--- src/rtl/dbpc_pkg.sv ---
package dbpc_pkg;

    localparam int PAGE_BYTES = 256;
    localparam int PAGE_LOG2  = $clog2(PAGE_BYTES);
    localparam int ADDR_W     = 32;
    localparam int LEN_W      = 13;
    localparam int PASS_W     = 24;

    localparam logic [LEN_W-1:0]  PAGE_LEN       = LEN_W'(PAGE_BYTES);
    localparam logic [PASS_W-1:0] PASS_MAX       = {PASS_W{1'b1}};
    localparam logic [PASS_W-1:0] WATCHDOG_RESET = 24'hFFF000;

    localparam logic [1:0] REG_WIN_LOW  = 2'd0;
    localparam logic [1:0] REG_WIN_HIGH = 2'd1;
    localparam logic [1:0] REG_WD_LIMIT = 2'd2;

    localparam logic OP_START = 1'b0;
    localparam logic OP_PASS  = 1'b1;

    typedef enum logic [2:0] {
        PH_IDLE    = 3'd0,
        PH_DMA     = 3'd1,
        PH_WRITING = 3'd2,
        PH_READY   = 3'd3,
        PH_DONE    = 3'd4,
        PH_ERROR   = 3'd5
    } phase_t;

    typedef enum logic [1:0] {
        KIND_STATUS = 2'd0,
        KIND_READ   = 2'd1,
        KIND_WRITE  = 2'd2
    } kind_t;

    typedef struct packed {
        logic              operation;
        logic [ADDR_W-1:0] src_start;
        logic [ADDR_W-1:0] dst_start;
        logic [ADDR_W-1:0] total_len;
        logic              dma_done;
        logic              poll_tick;
        logic              wip_busy;
        logic              spi2_free;
    } in_item_t;

    typedef struct packed {
        kind_t             kind;
        logic [ADDR_W-1:0] address;
        logic [LEN_W-1:0]  length;
        logic              buffer;
        logic [2:0]        state_now;
        logic              rejected;
        logic              last;
    } out_item_t;

    typedef struct packed {
        logic [ADDR_W-1:0] win_low;
        logic [ADDR_W-1:0] win_high;
        logic [PASS_W-1:0] wd_limit;
    } cfg_t;

    typedef struct packed {
        phase_t                  phase;
        logic                    active_buffer;
        logic [1:0][LEN_W-1:0]   buf_len;
        logic [ADDR_W-1:0]       src_ptr;
        logic [ADDR_W-1:0]       dst_ptr;
        logic [ADDR_W-1:0]       bytes_left;
        logic [PASS_W-1:0]       pass_count;
        logic                    busy_cleared;
        logic                    next_filled;
    } seq_state_t;

    typedef struct packed {
        out_item_t first;
        out_item_t second;
        logic      two;
    } step_out_t;

endpackage

--- src/rtl/dbpc_step.sv ---
module dbpc_step
    import dbpc_pkg::*;
(
    input  seq_state_t cur,
    input  in_item_t   item,
    input  cfg_t       cfg,
    output seq_state_t nxt,
    output step_out_t  res
);

    logic [PAGE_LOG2-1:0] offset;
    logic [LEN_W-1:0]     space;
    logic [LEN_W-1:0]     chunk;
    logic [LEN_W-1:0]     rd_size;
    logic [LEN_W-1:0]     wr_size;
    logic                 refused;
    logic                 running;
    logic                 rd_go;
    logic                 wr_go;
    logic                 nb;
    out_item_t            rd_cmd;
    out_item_t            wr_cmd;
    out_item_t            status;

    always_comb begin
        nxt     = cur;
        offset  = item.dst_start[PAGE_LOG2-1:0];
        space   = PAGE_LEN - LEN_W'(offset);
        chunk   = (item.total_len > ADDR_W'(space)) ? space : item.total_len[LEN_W-1:0];
        rd_size = (cur.bytes_left >= ADDR_W'(PAGE_LEN)) ? PAGE_LEN
                                                         : cur.bytes_left[LEN_W-1:0];
        wr_size = '0;
        refused = 1'b0;
        rd_go   = 1'b0;
        wr_go   = 1'b0;
        nb      = ~cur.active_buffer;
        running = (cur.phase == PH_DMA) || (cur.phase == PH_WRITING) ||
                  (cur.phase == PH_READY);
        rd_cmd  = '0;
        wr_cmd  = '0;

        if (item.operation == OP_START) begin
            if ((item.total_len == '0) || (item.src_start < cfg.win_low) ||
                (item.src_start > cfg.win_high)) begin
                refused = 1'b1;
            end else begin
                // first read is cut short so later writes land page aligned
                rd_go             = 1'b1;
                wr_go             = 1'b1;
                rd_cmd.kind       = KIND_READ;
                rd_cmd.address    = item.src_start;
                rd_cmd.length     = chunk;
                wr_cmd.kind       = KIND_WRITE;
                wr_cmd.address    = item.dst_start;
                wr_cmd.length     = chunk;
                nxt.phase         = PH_DMA;
                nxt.active_buffer = 1'b0;
                nxt.buf_len       = '0;
                nxt.src_ptr       = item.src_start + ADDR_W'(chunk);
                nxt.dst_ptr       = item.dst_start + ADDR_W'(chunk);
                nxt.bytes_left    = item.total_len - ADDR_W'(chunk);
                nxt.pass_count    = '0;
                nxt.busy_cleared  = 1'b0;
                nxt.next_filled   = 1'b0;
            end
        end else if (running) begin
            if ((nxt.phase == PH_DMA) && item.dma_done) begin
                nxt.phase = (cur.bytes_left == '0) ? PH_DONE : PH_WRITING;
            end
            if ((nxt.phase == PH_WRITING) && item.poll_tick && !item.wip_busy) begin
                nxt.busy_cleared = 1'b1;
                if (cur.next_filled) begin
                    nxt.phase = PH_READY;
                end
            end
            // prefill the standby buffer
            if ((nxt.phase == PH_WRITING) && item.spi2_free && nxt.busy_cleared &&
                !cur.next_filled && (cur.bytes_left != '0)) begin
                rd_go           = 1'b1;
                rd_cmd.kind     = KIND_READ;
                rd_cmd.address  = cur.src_ptr;
                rd_cmd.length   = rd_size;
                rd_cmd.buffer   = nb;
                nxt.src_ptr     = cur.src_ptr + ADDR_W'(rd_size);
                nxt.buf_len[nb] = rd_size;
                nxt.next_filled = 1'b1;
                nxt.phase       = PH_READY;
            end
            if (nxt.phase == PH_READY) begin
                nxt.active_buffer = nb;
                wr_size           = nxt.buf_len[nb];
                if ((wr_size == '0) || (wr_size > PAGE_LEN)) begin
                    nxt.phase = PH_ERROR;
                end else begin
                    wr_go            = 1'b1;
                    wr_cmd.kind      = KIND_WRITE;
                    wr_cmd.address   = cur.dst_ptr;
                    wr_cmd.length    = wr_size;
                    wr_cmd.buffer    = nb;
                    nxt.phase        = PH_DMA;
                    nxt.busy_cleared = 1'b0;
                    nxt.next_filled  = 1'b0;
                    nxt.buf_len[nb]  = '0;
                    nxt.dst_ptr      = cur.dst_ptr + ADDR_W'(wr_size);
                    nxt.bytes_left   = cur.bytes_left - ADDR_W'(wr_size);
                end
            end
            // watchdog
            if (cur.pass_count != PASS_MAX) begin
                nxt.pass_count = cur.pass_count + PASS_W'(1);
            end
            if (nxt.pass_count > cfg.wd_limit) begin
                nxt.phase = PH_ERROR;
            end
        end

        status          = '0;
        status.kind     = KIND_STATUS;
        status.rejected = refused;

        res.two    = rd_go && wr_go;
        res.first  = rd_go ? rd_cmd : (wr_go ? wr_cmd : status);
        res.second = wr_cmd;
        res.first.state_now  = nxt.phase;
        res.second.state_now = nxt.phase;
        res.first.last       = !res.two;
        res.second.last      = 1'b1;
    end

endmodule

--- src/rtl/dbpc_out_queue.sv ---
module dbpc_out_queue
    import dbpc_pkg::*;
(
    input  logic      aclk,
    input  logic      aresetn,
    input  logic      push,
    input  step_out_t push_data,
    output logic      room,
    output logic      m_valid,
    input  logic      m_ready,
    output out_item_t m_data
);

    out_item_t   mem [4];
    logic [1:0]  wr_ptr_reg, wr_ptr_next;
    logic [1:0]  rd_ptr_reg, rd_ptr_next;
    logic [2:0]  count_reg, count_next;
    logic        pop;
    logic [2:0]  push_n;

    assign m_valid = (count_reg != 3'd0);
    assign m_data  = mem[rd_ptr_reg];
    assign pop     = m_valid && m_ready;
    // room for a two-result transaction
    assign room    = (count_reg <= 3'd2);
    assign push_n  = push ? (push_data.two ? 3'd2 : 3'd1) : 3'd0;

    always_comb begin
        wr_ptr_next = wr_ptr_reg + push_n[1:0];
        rd_ptr_next = rd_ptr_reg + {1'b0, pop};
        count_next  = count_reg + push_n - {2'b0, pop};
    end

    always_ff @(posedge aclk) begin
        if (!aresetn) begin
            wr_ptr_reg <= '0;
            rd_ptr_reg <= '0;
            count_reg  <= '0;
        end else begin
            wr_ptr_reg <= wr_ptr_next;
            rd_ptr_reg <= rd_ptr_next;
            count_reg  <= count_next;
        end
    end

    always_ff @(posedge aclk) begin
        if (push) begin
            mem[wr_ptr_reg] <= push_data.first;
            if (push_data.two) begin
                mem[wr_ptr_reg + 2'd1] <= push_data.second;
            end
        end
    end

endmodule

--- src/rtl/double_buffer_page_copy_sequencer.sv ---
// channel   ports                          payload
// input     s_valid / s_ready / s_data     in_item_t  (start or control pass)
// result    m_valid / m_ready / m_data     out_item_t (status, read or write)
// config    cfg_wr_en / cfg_index / cfg_wdata
//
// a registered transaction is stepped combinationally into a 4-entry result queue
// one input transaction per cycle while the queue has room
// a transaction with two commands pushes both results into the queue together
// the step waits only while the queue has fewer than two free entries
// aresetn is synchronous: phase idle, all pointers and counters cleared
module double_buffer_page_copy_sequencer
    import dbpc_pkg::*;
(
    input  logic              aclk,
    input  logic              aresetn,
    input  logic              s_valid,
    output logic              s_ready,
    input  in_item_t          s_data,
    output logic              m_valid,
    input  logic              m_ready,
    output out_item_t         m_data,
    input  logic              cfg_wr_en,
    input  logic [1:0]        cfg_index,
    input  logic [ADDR_W-1:0] cfg_wdata
);

    logic              in_valid_reg;
    in_item_t          in_data_reg;
    seq_state_t        state_reg;
    seq_state_t        state_next;
    cfg_t              cfg_reg;
    step_out_t         step_res;
    logic              room;
    logic              fire;

    assign fire    = in_valid_reg && room;
    assign s_ready = !in_valid_reg || fire;

    always_ff @(posedge aclk) begin
        if (!aresetn) begin
            in_valid_reg <= 1'b0;
        end else if (s_ready) begin
            in_valid_reg <= s_valid;
        end
    end

    always_ff @(posedge aclk) begin
        if (s_valid && s_ready) begin
            in_data_reg <= s_data;
        end
    end

    always_ff @(posedge aclk) begin
        if (!aresetn) begin
            cfg_reg.win_low  <= '0;
            cfg_reg.win_high <= '1;
            cfg_reg.wd_limit <= WATCHDOG_RESET;
        end else if (cfg_wr_en) begin
            case (cfg_index)
                REG_WIN_LOW:  cfg_reg.win_low  <= cfg_wdata;
                REG_WIN_HIGH: cfg_reg.win_high <= cfg_wdata;
                REG_WD_LIMIT: cfg_reg.wd_limit <= cfg_wdata[PASS_W-1:0];
                default: ;
            endcase
        end
    end

    // all-zero state is phase idle
    always_ff @(posedge aclk) begin
        if (!aresetn) begin
            state_reg <= '0;
        end else if (fire) begin
            state_reg <= state_next;
        end
    end

    dbpc_step u_step (
        .cur  (state_reg),
        .item (in_data_reg),
        .cfg  (cfg_reg),
        .nxt  (state_next),
        .res  (step_res)
    );

    dbpc_out_queue u_queue (
        .aclk      (aclk),
        .aresetn   (aresetn),
        .push      (fire),
        .push_data (step_res),
        .room      (room),
        .m_valid   (m_valid),
        .m_ready   (m_ready),
        .m_data    (m_data)
    );

`ifndef SYNTHESIS
    a_start_goes_dma: assert property (@(posedge aclk) disable iff (!aresetn)
        fire && (in_data_reg.operation == OP_START) && !step_res.first.rejected
        |=> (state_reg.phase == PH_DMA) && (state_reg.pass_count == '0))
        else $error("accepted start did not enter dma active");

    a_idle_pass_no_change: assert property (@(posedge aclk) disable iff (!aresetn)
        fire && (in_data_reg.operation == OP_PASS) &&
        ((state_reg.phase == PH_IDLE) || (state_reg.phase == PH_DONE) ||
         (state_reg.phase == PH_ERROR))
        |=> $stable(state_reg))
        else $error("pass outside a transfer changed state");

    a_reject_is_status: assert property (@(posedge aclk) disable iff (!aresetn)
        m_valid && m_data.rejected |-> (m_data.kind == KIND_STATUS) && m_data.last)
        else $error("rejected flag on a command result");

    a_stall_holds_input: assert property (@(posedge aclk) disable iff (!aresetn)
        in_valid_reg && !room |=> in_valid_reg && $stable(in_data_reg))
        else $error("held transaction lost while queue full");
`endif

endmodule
--- config.mk ---
export PLATFORM = sky130hd
export DESIGN_NAME = double_buffer_page_copy_sequencer
export DESIGN_NICKNAME = d
export VERILOG_FILES = /design/src/rtl/dbpc_pkg.sv /design/src/rtl/dbpc_step.sv /design/src/rtl/dbpc_out_queue.sv /design/src/rtl/double_buffer_page_copy_sequencer.sv
export SDC_FILE = /design/constraint.sdc
export NUM_CORES = 1
export LEC_CHECK = 0
export BUFFER_PORTS_ARGS = -buffer_cell sky130_fd_sc_hd__buf_2
export CORE_UTILIZATION = 45
export DETAILED_ROUTE_END_ITERATION = 7
export PLACE_DENSITY_LB_ADDON = 0.3
export SYNTH_ARGS = -nofsm -noshare
export SYNTH_HDL_FRONTEND = slang
export SYNTH_SLANG_ARGS = --single-unit
--- constraint.sdc ---
create_clock -name aclk -period 11 [get_ports aclk]
set_input_delay 2.2 -clock aclk [delete_from_list [all_inputs] [get_ports aclk]]
set_output_delay 2.2 -clock aclk [all_outputs]
set_load 0.01 [all_outputs]
==> flow_summary.html <==
<table>
<tr><th>Metric</th><th>Value</th></tr>
<tr><th colspan="2">Run status</th></tr>
<tr><td>Result of the run</td><td>finished with violations</td></tr>
<tr><td>Failing checks</td><td>design-rule violations</td></tr>
<tr><th colspan="2">CTS</th></tr>
<tr><td>Number of buffers added by the clock tree synthesis step</td><td>66</td></tr>
<tr><td>Clock edge transition at the registers on the reported setup and hold paths</td><td>about 0.06 ns</td></tr>
<tr><td>Clock tree from TritonCTS</td><td>yes</td></tr>
<tr><td>Cts hold-fix bufs</td><td>0</td></tr>
<tr><td>Number of buffers on the longest clock path</td><td>3</td></tr>
<tr><td>Clock network latency to the later pin of the worst-skew pair</td><td>approximately 0.6 ns</td></tr>
<tr><td>Level count of the clock H-tree</td><td>3</td></tr>
<tr><td>Post-CTS setup buffer count</td><td>0</td></tr>
<tr><td>Root buffer cell</td><td>sky130_fd_sc_hd__clkbuf_16</td></tr>
<tr><td>Quantity of gates resized following cts</td><td>0</td></tr>
<tr><td>Sinks on the clock net</td><td>561</td></tr>
<tr><th colspan="2">Placement</th></tr>
<tr><td>Post-DP HPWL</td><td>63600 microns</td></tr>
<tr><td>Final weighted congestion of routability-driven global placement</td><td>0.899</td></tr>
<tr><td>Number of port buffers</td><td>194</td></tr>
<tr><td>Placed cells</td><td>roughly 4200</td></tr>
<tr><th colspan="2">Logic synthesis</th></tr>
<tr><td>Number of synthesized register bits</td><td>between 500 and 600</td></tr>
<tr><td>Ys async rst share</td><td>0%</td></tr>
<tr><td>Share of the synthesized netlist area taken by xor and xnor gates</td><td>approximately 3.9%</td></tr>
<tr><td>Mapped Cells</td><td>3155</td></tr>
<tr><td>Total number of yosys warnings</td><td>0</td></tr>
<tr><td>Area fraction in compound gates after synthesis</td><td>about 20%</td></tr>
<tr><td>Most instantiated library cell after synthesis</td><td>sky130_fd_sc_hd__edfxtp_1</td></tr>
<tr><td>Main area contributors after synthesis</td><td>sky130_fd_sc_hd__edfxtp_1 29%, sky130_fd_sc_hd__dfxtp_1 17%, sky130_fd_sc_hd__ha_1 7.1%, sky130_fd_sc_hd__mux4_2 3.8%, sky130_fd_sc_hd__nand2_1 3.4%</td></tr>
<tr><td>Area share of fa/ha/maj cells after synthesis</td><td>under 10%</td></tr>
<tr><td>Simple-gate portion of the synthesized area</td><td>14.1%</td></tr>
<tr><td>Primary FF master, synth</td><td>sky130_fd_sc_hd__edfxtp_1</td></tr>
<tr><td>Share of cell area taken by muxes after synthesis</td><td>roughly 4.7%</td></tr>
<tr><td>Area fraction of the dominant cell type after synthesis</td><td>29.0%</td></tr>
<tr><td>Cell taking the most area after synthesis</td><td>sky130_fd_sc_hd__edfxtp_1</td></tr>
<tr><td>Combinational family with the most area after synthesis</td><td>compound AO/OA/AOI/OAI gates</td></tr>
<tr><td>Sequential area share after synthesis</td><td>between 40% and 50%</td></tr>
<tr><td>Unique cell type count in the Yosys netlist</td><td>84</td></tr>
<tr><td>Leading post-synthesis cells by instance count</td><td>301 x sky130_fd_sc_hd__edfxtp_1, 283 x sky130_fd_sc_hd__nand2_1, 260 x sky130_fd_sc_hd__dfxtp_1</td></tr>
<tr><td>Synthesized area</td><td>about 0.031 sq mm</td></tr>
<tr><td>Syn avg cell area</td><td>9.89 sq um</td></tr>
<tr><td>EDFF count, synth</td><td>around 300</td></tr>
<tr><th colspan="2">Setup path</th></tr>
<tr><td>Critical Setup Path Class</td><td>register to register</td></tr>
<tr><td>Worst Setup Start Kind</td><td>register</td></tr>
<tr><td>Capturing element type of the critical path</td><td>register</td></tr>
<tr><td>Critical Path RT</td><td>11.47 ns</td></tr>
<tr><td>Largest fanout of any net on the critical path</td><td>9</td></tr>
<tr><td>Worst EP arrival</td><td>~6.6 ns</td></tr>
<tr><th colspan="2">Pwr</th></tr>
<tr><td>Power, Total</td><td>6290 uW</td></tr>
<tr><td>IR Drop Worst-Case VDD</td><td>0.116 mV</td></tr>
<tr><td>Power per cell area</td><td>roughly 180 mW/mm^2</td></tr>
<tr><td>P_leak</td><td>between 0.01 and 0.015 uW</td></tr>
<tr><th colspan="2">Route</th></tr>
<tr><td>Total routed wirelength</td><td>93000 microns</td></tr>
<tr><td>Vias per cell</td><td>6.03</td></tr>
<tr><td>Via count of the routed design</td><td>about 26000</td></tr>
<tr><td>Detail Route Antenna Nets</td><td>0</td></tr>
<tr><td>Starting DRT DRC Count</td><td>between 2000 and 3000</td></tr>
<tr><td>WL/cell</td><td>between 20 and 25 microns</td></tr>
<tr><td>DRC violation count after routing</td><td>5</td></tr>
<tr><td>DRT Pass-1 Iters</td><td>8</td></tr>
<tr><th colspan="2">Final layout</th></tr>
<tr><td>Share of layout cells above drive strength 1</td><td>between 10% and 20%</td></tr>
<tr><td>Post-synthesis to final-layout area growth</td><td>13.7%</td></tr>
<tr><td>Final layout net count</td><td>3617</td></tr>
<tr><td>Final non-filler cell total</td><td>~4300</td></tr>
<tr><td>Largest register FFs</td><td>between 200 and 250</td></tr>
<tr><th colspan="2">Global route</th></tr>
<tr><td>Overflow left after global routing</td><td>0</td></tr>
<tr><td>Initial antenna violation count</td><td>1</td></tr>
<tr><td>Vias in the first global route</td><td>24000</td></tr>
<tr><td>Global-route usage over all layers</td><td>25.8%</td></tr>
<tr><td>Wire length of the first global-routing pass</td><td>between 100000 and 150000 microns</td></tr>
<tr><td>Pin count of the biggest net entering global routing</td><td>between 80 and 90</td></tr>
<tr><th colspan="2">STA</th></tr>
<tr><td>Least-Margin Pin Slew</td><td>between 1 and 1.5 ns</td></tr>
<tr><td>Total negative slack for setup checks</td><td>0 ns</td></tr>
<tr><td>Clock tree skew after final layout</td><td>~0.022 ns</td></tr>
<tr><td>Max-Slew Margin vs Limit</td><td>between 10% and 20%</td></tr>
<tr><td>Ratio of final minimum period to clock period</td><td>between 50% and 60%</td></tr>
<tr><td>Achievable Freq</td><td>162 MHz</td></tr>
<tr><td>Tmin final</td><td>roughly 6.2 ns</td></tr>
<tr><td>Final setup viols</td><td>0</td></tr>
<tr><td>Max-slew violations</td><td>0</td></tr>
<tr><td>Hold Fails Final Rpt</td><td>0</td></tr>
<tr><td>Setup repair after global routing missed its margin</td><td>false</td></tr>
<tr><th colspan="2">Die</th></tr>
<tr><td>Total Die Area</td><td>approximately 0.070 sq mm</td></tr>
<tr><td>Number of primary I/O pins</td><td>between 150 and 200</td></tr>
<tr><td>Starting utilization of the core area</td><td>a little under half</td></tr>
<tr><td>Die width</td><td>roughly 270 microns</td></tr>
<tr><td>Die boundary height</td><td>~270 microns</td></tr>
<tr><td>Rows</td><td>96</td></tr>
<tr><td>Core area</td><td>~0.069 sq mm</td></tr>
<tr><th colspan="2">Worst hold path</th></tr>
<tr><td>Worst hold path class</td><td>register to register</td></tr>
<tr><th colspan="2">Run</th></tr>
<tr><td>Number of maximum-capacitance violations</td><td>0</td></tr>
</table>
-- through the flow --
| step | hold WS [ns] | setup slack, ns | area, sq um | util (%) |
|---|---|---|---|---|
| 3_5_place_dp | 0.441 | 4.91 | 33100 | 48.2 |
| 4_1_cts | 0.454 | 4.87 | 35500 | 51.7 |
| 2_1_floorplan | 0.422 | 6.00 | 31300 | - |
| 3_3_place_gp | 0.434 | 5.06 | 33100 | 48.2 |
| 5_1_grt | 0.462 | 4.46 | 35500 | 51.7 |
| 6_report | 0.452 | 4.84 | 35500 | 51.7 |
-- cells by family after synthesis --
family / Yosys count
XOR/XNOR: 140
AND/OR/NAND/NOR: 922
adder cells (fa/ha/maj): 185
AO/OA/AOI/OAI: 919
buffers and inverters: 346
multiplexers: 81
flip-flops: 561
other: 1
-- placed cells by master, fill, tap and decap left out, types with 37 or more instances in the layout --
| cell type | n |
|---|---|
| sky130_fd_sc_hd__o211ai_1 | 72 |
| sky130_fd_sc_hd__nand3_1 | 57 |
| sky130_fd_sc_hd__mux4_2 | 53 |
| sky130_fd_sc_hd__o21ai_0 | 136 |
| sky130_fd_sc_hd__ha_1 | 176 |
| sky130_fd_sc_hd__a22oi_1 | 81 |
| sky130_fd_sc_hd__nor2_1 | 246 |
| sky130_fd_sc_hd__edfxtp_1 | 301 |
| sky130_fd_sc_hd__o22ai_1 | 143 |
| sky130_fd_sc_hd__clkbuf_16 | 71 |
| sky130_fd_sc_hd__inv_1 | 155 |
| sky130_fd_sc_hd__and2_1 | 54 |
| sky130_fd_sc_hd__xnor2_1 | 87 |
| sky130_fd_sc_hd__dfxtp_1 | 258 |
| sky130_fd_sc_hd__nand2_1 | 283 |
| sky130_fd_sc_hd__xor2_1 | 53 |
| sky130_fd_sc_hd__a21oi_1 | 197 |
| sky130_fd_sc_hd__nor3_1 | 66 |
| sky130_fd_sc_hd__buf_2 | 193 |
| sky130_fd_sc_hd__o21a_1 | 37 |
-- final cells by class --
| type | count | area (sq um) |
|---|---|---|
| flip-flops and latches | 561 | 14200 |
| diodes | 1 | 2.50 |
| multi-input cells | 2275 | 15800 |
| clock inverters | 35 | 541 |
| inverters | 161 | 607 |
| clock buffers | 85 | 1890 |
| repair buffers | 229 | 1240 |
| fillers | 6238 | 33100 |
| well taps | 931 | 1160 |
-- final timing paths --
| path | slack [ns] | startpoint | end | cells after the start |
|---|---|---|---|---|
| worst max-delay path | 4.84 | in_data_reg[40] | state_reg[104] | 20 |
| worst min-delay path | 0.45 | cfg_reg[5] | cfg_reg[5] | 2 |
| worst max register to register | 4.84 | in_data_reg[40] | state_reg[104] | 20 |
| worst min register to register | 0.45 | cfg_reg[5] | cfg_reg[5] | 2 |
-- metal layers --
layer  track usage, %  vias up  routed length (microns)
li1                 -    12100                        -
met1             36.2    12400                    40300
met2             40.4     1103                    42000
met3             5.20      169                     8390
met4             7.19        2                     2340
met5                0        -                       13
-- worst max-delay path: stages, from the launching register on --
cell	delay (ns)
sky130_fd_sc_hd__edfxtp_1	0.49
sky130_fd_sc_hd__nor4_1	0.39
sky130_fd_sc_hd__nand2_1	0.11
sky130_fd_sc_hd__xor2_1	0.23
sky130_fd_sc_hd__inv_1	0.07
sky130_fd_sc_hd__ha_1	0.29
sky130_fd_sc_hd__nand3_1	0.10
sky130_fd_sc_hd__o311a_1	0.37
sky130_fd_sc_hd__o21ai_2	0.47
sky130_fd_sc_hd__mux2i_1	0.58
sky130_fd_sc_hd__inv_1	0.25
sky130_fd_sc_hd__fa_1	0.50
sky130_fd_sc_hd__nor2b_1	0.17
sky130_fd_sc_hd__o31a_1	0.22
sky130_fd_sc_hd__o21a_1	0.17
sky130_fd_sc_hd__o211ai_1	0.15
sky130_fd_sc_hd__a21oi_1	0.64
sky130_fd_sc_hd__o21ai_0	0.24
sky130_fd_sc_hd__xnor2_1	0.19
sky130_fd_sc_hd__a222oi_1	0.32
sky130_fd_sc_hd__nor2_1	0.07
-- report_power, final --
| part | switching [uW] | internal (uW) | total, uW |
|---|---|---|---|
| registers | 141 | 2370 | 2510 |
| clock network | 906 | 1540 | 2450 |
| logic | 792 | 538 | 1330 |
| total | 1840 | 4450 | 6290 |
Power figures use the tool's default switching activity.
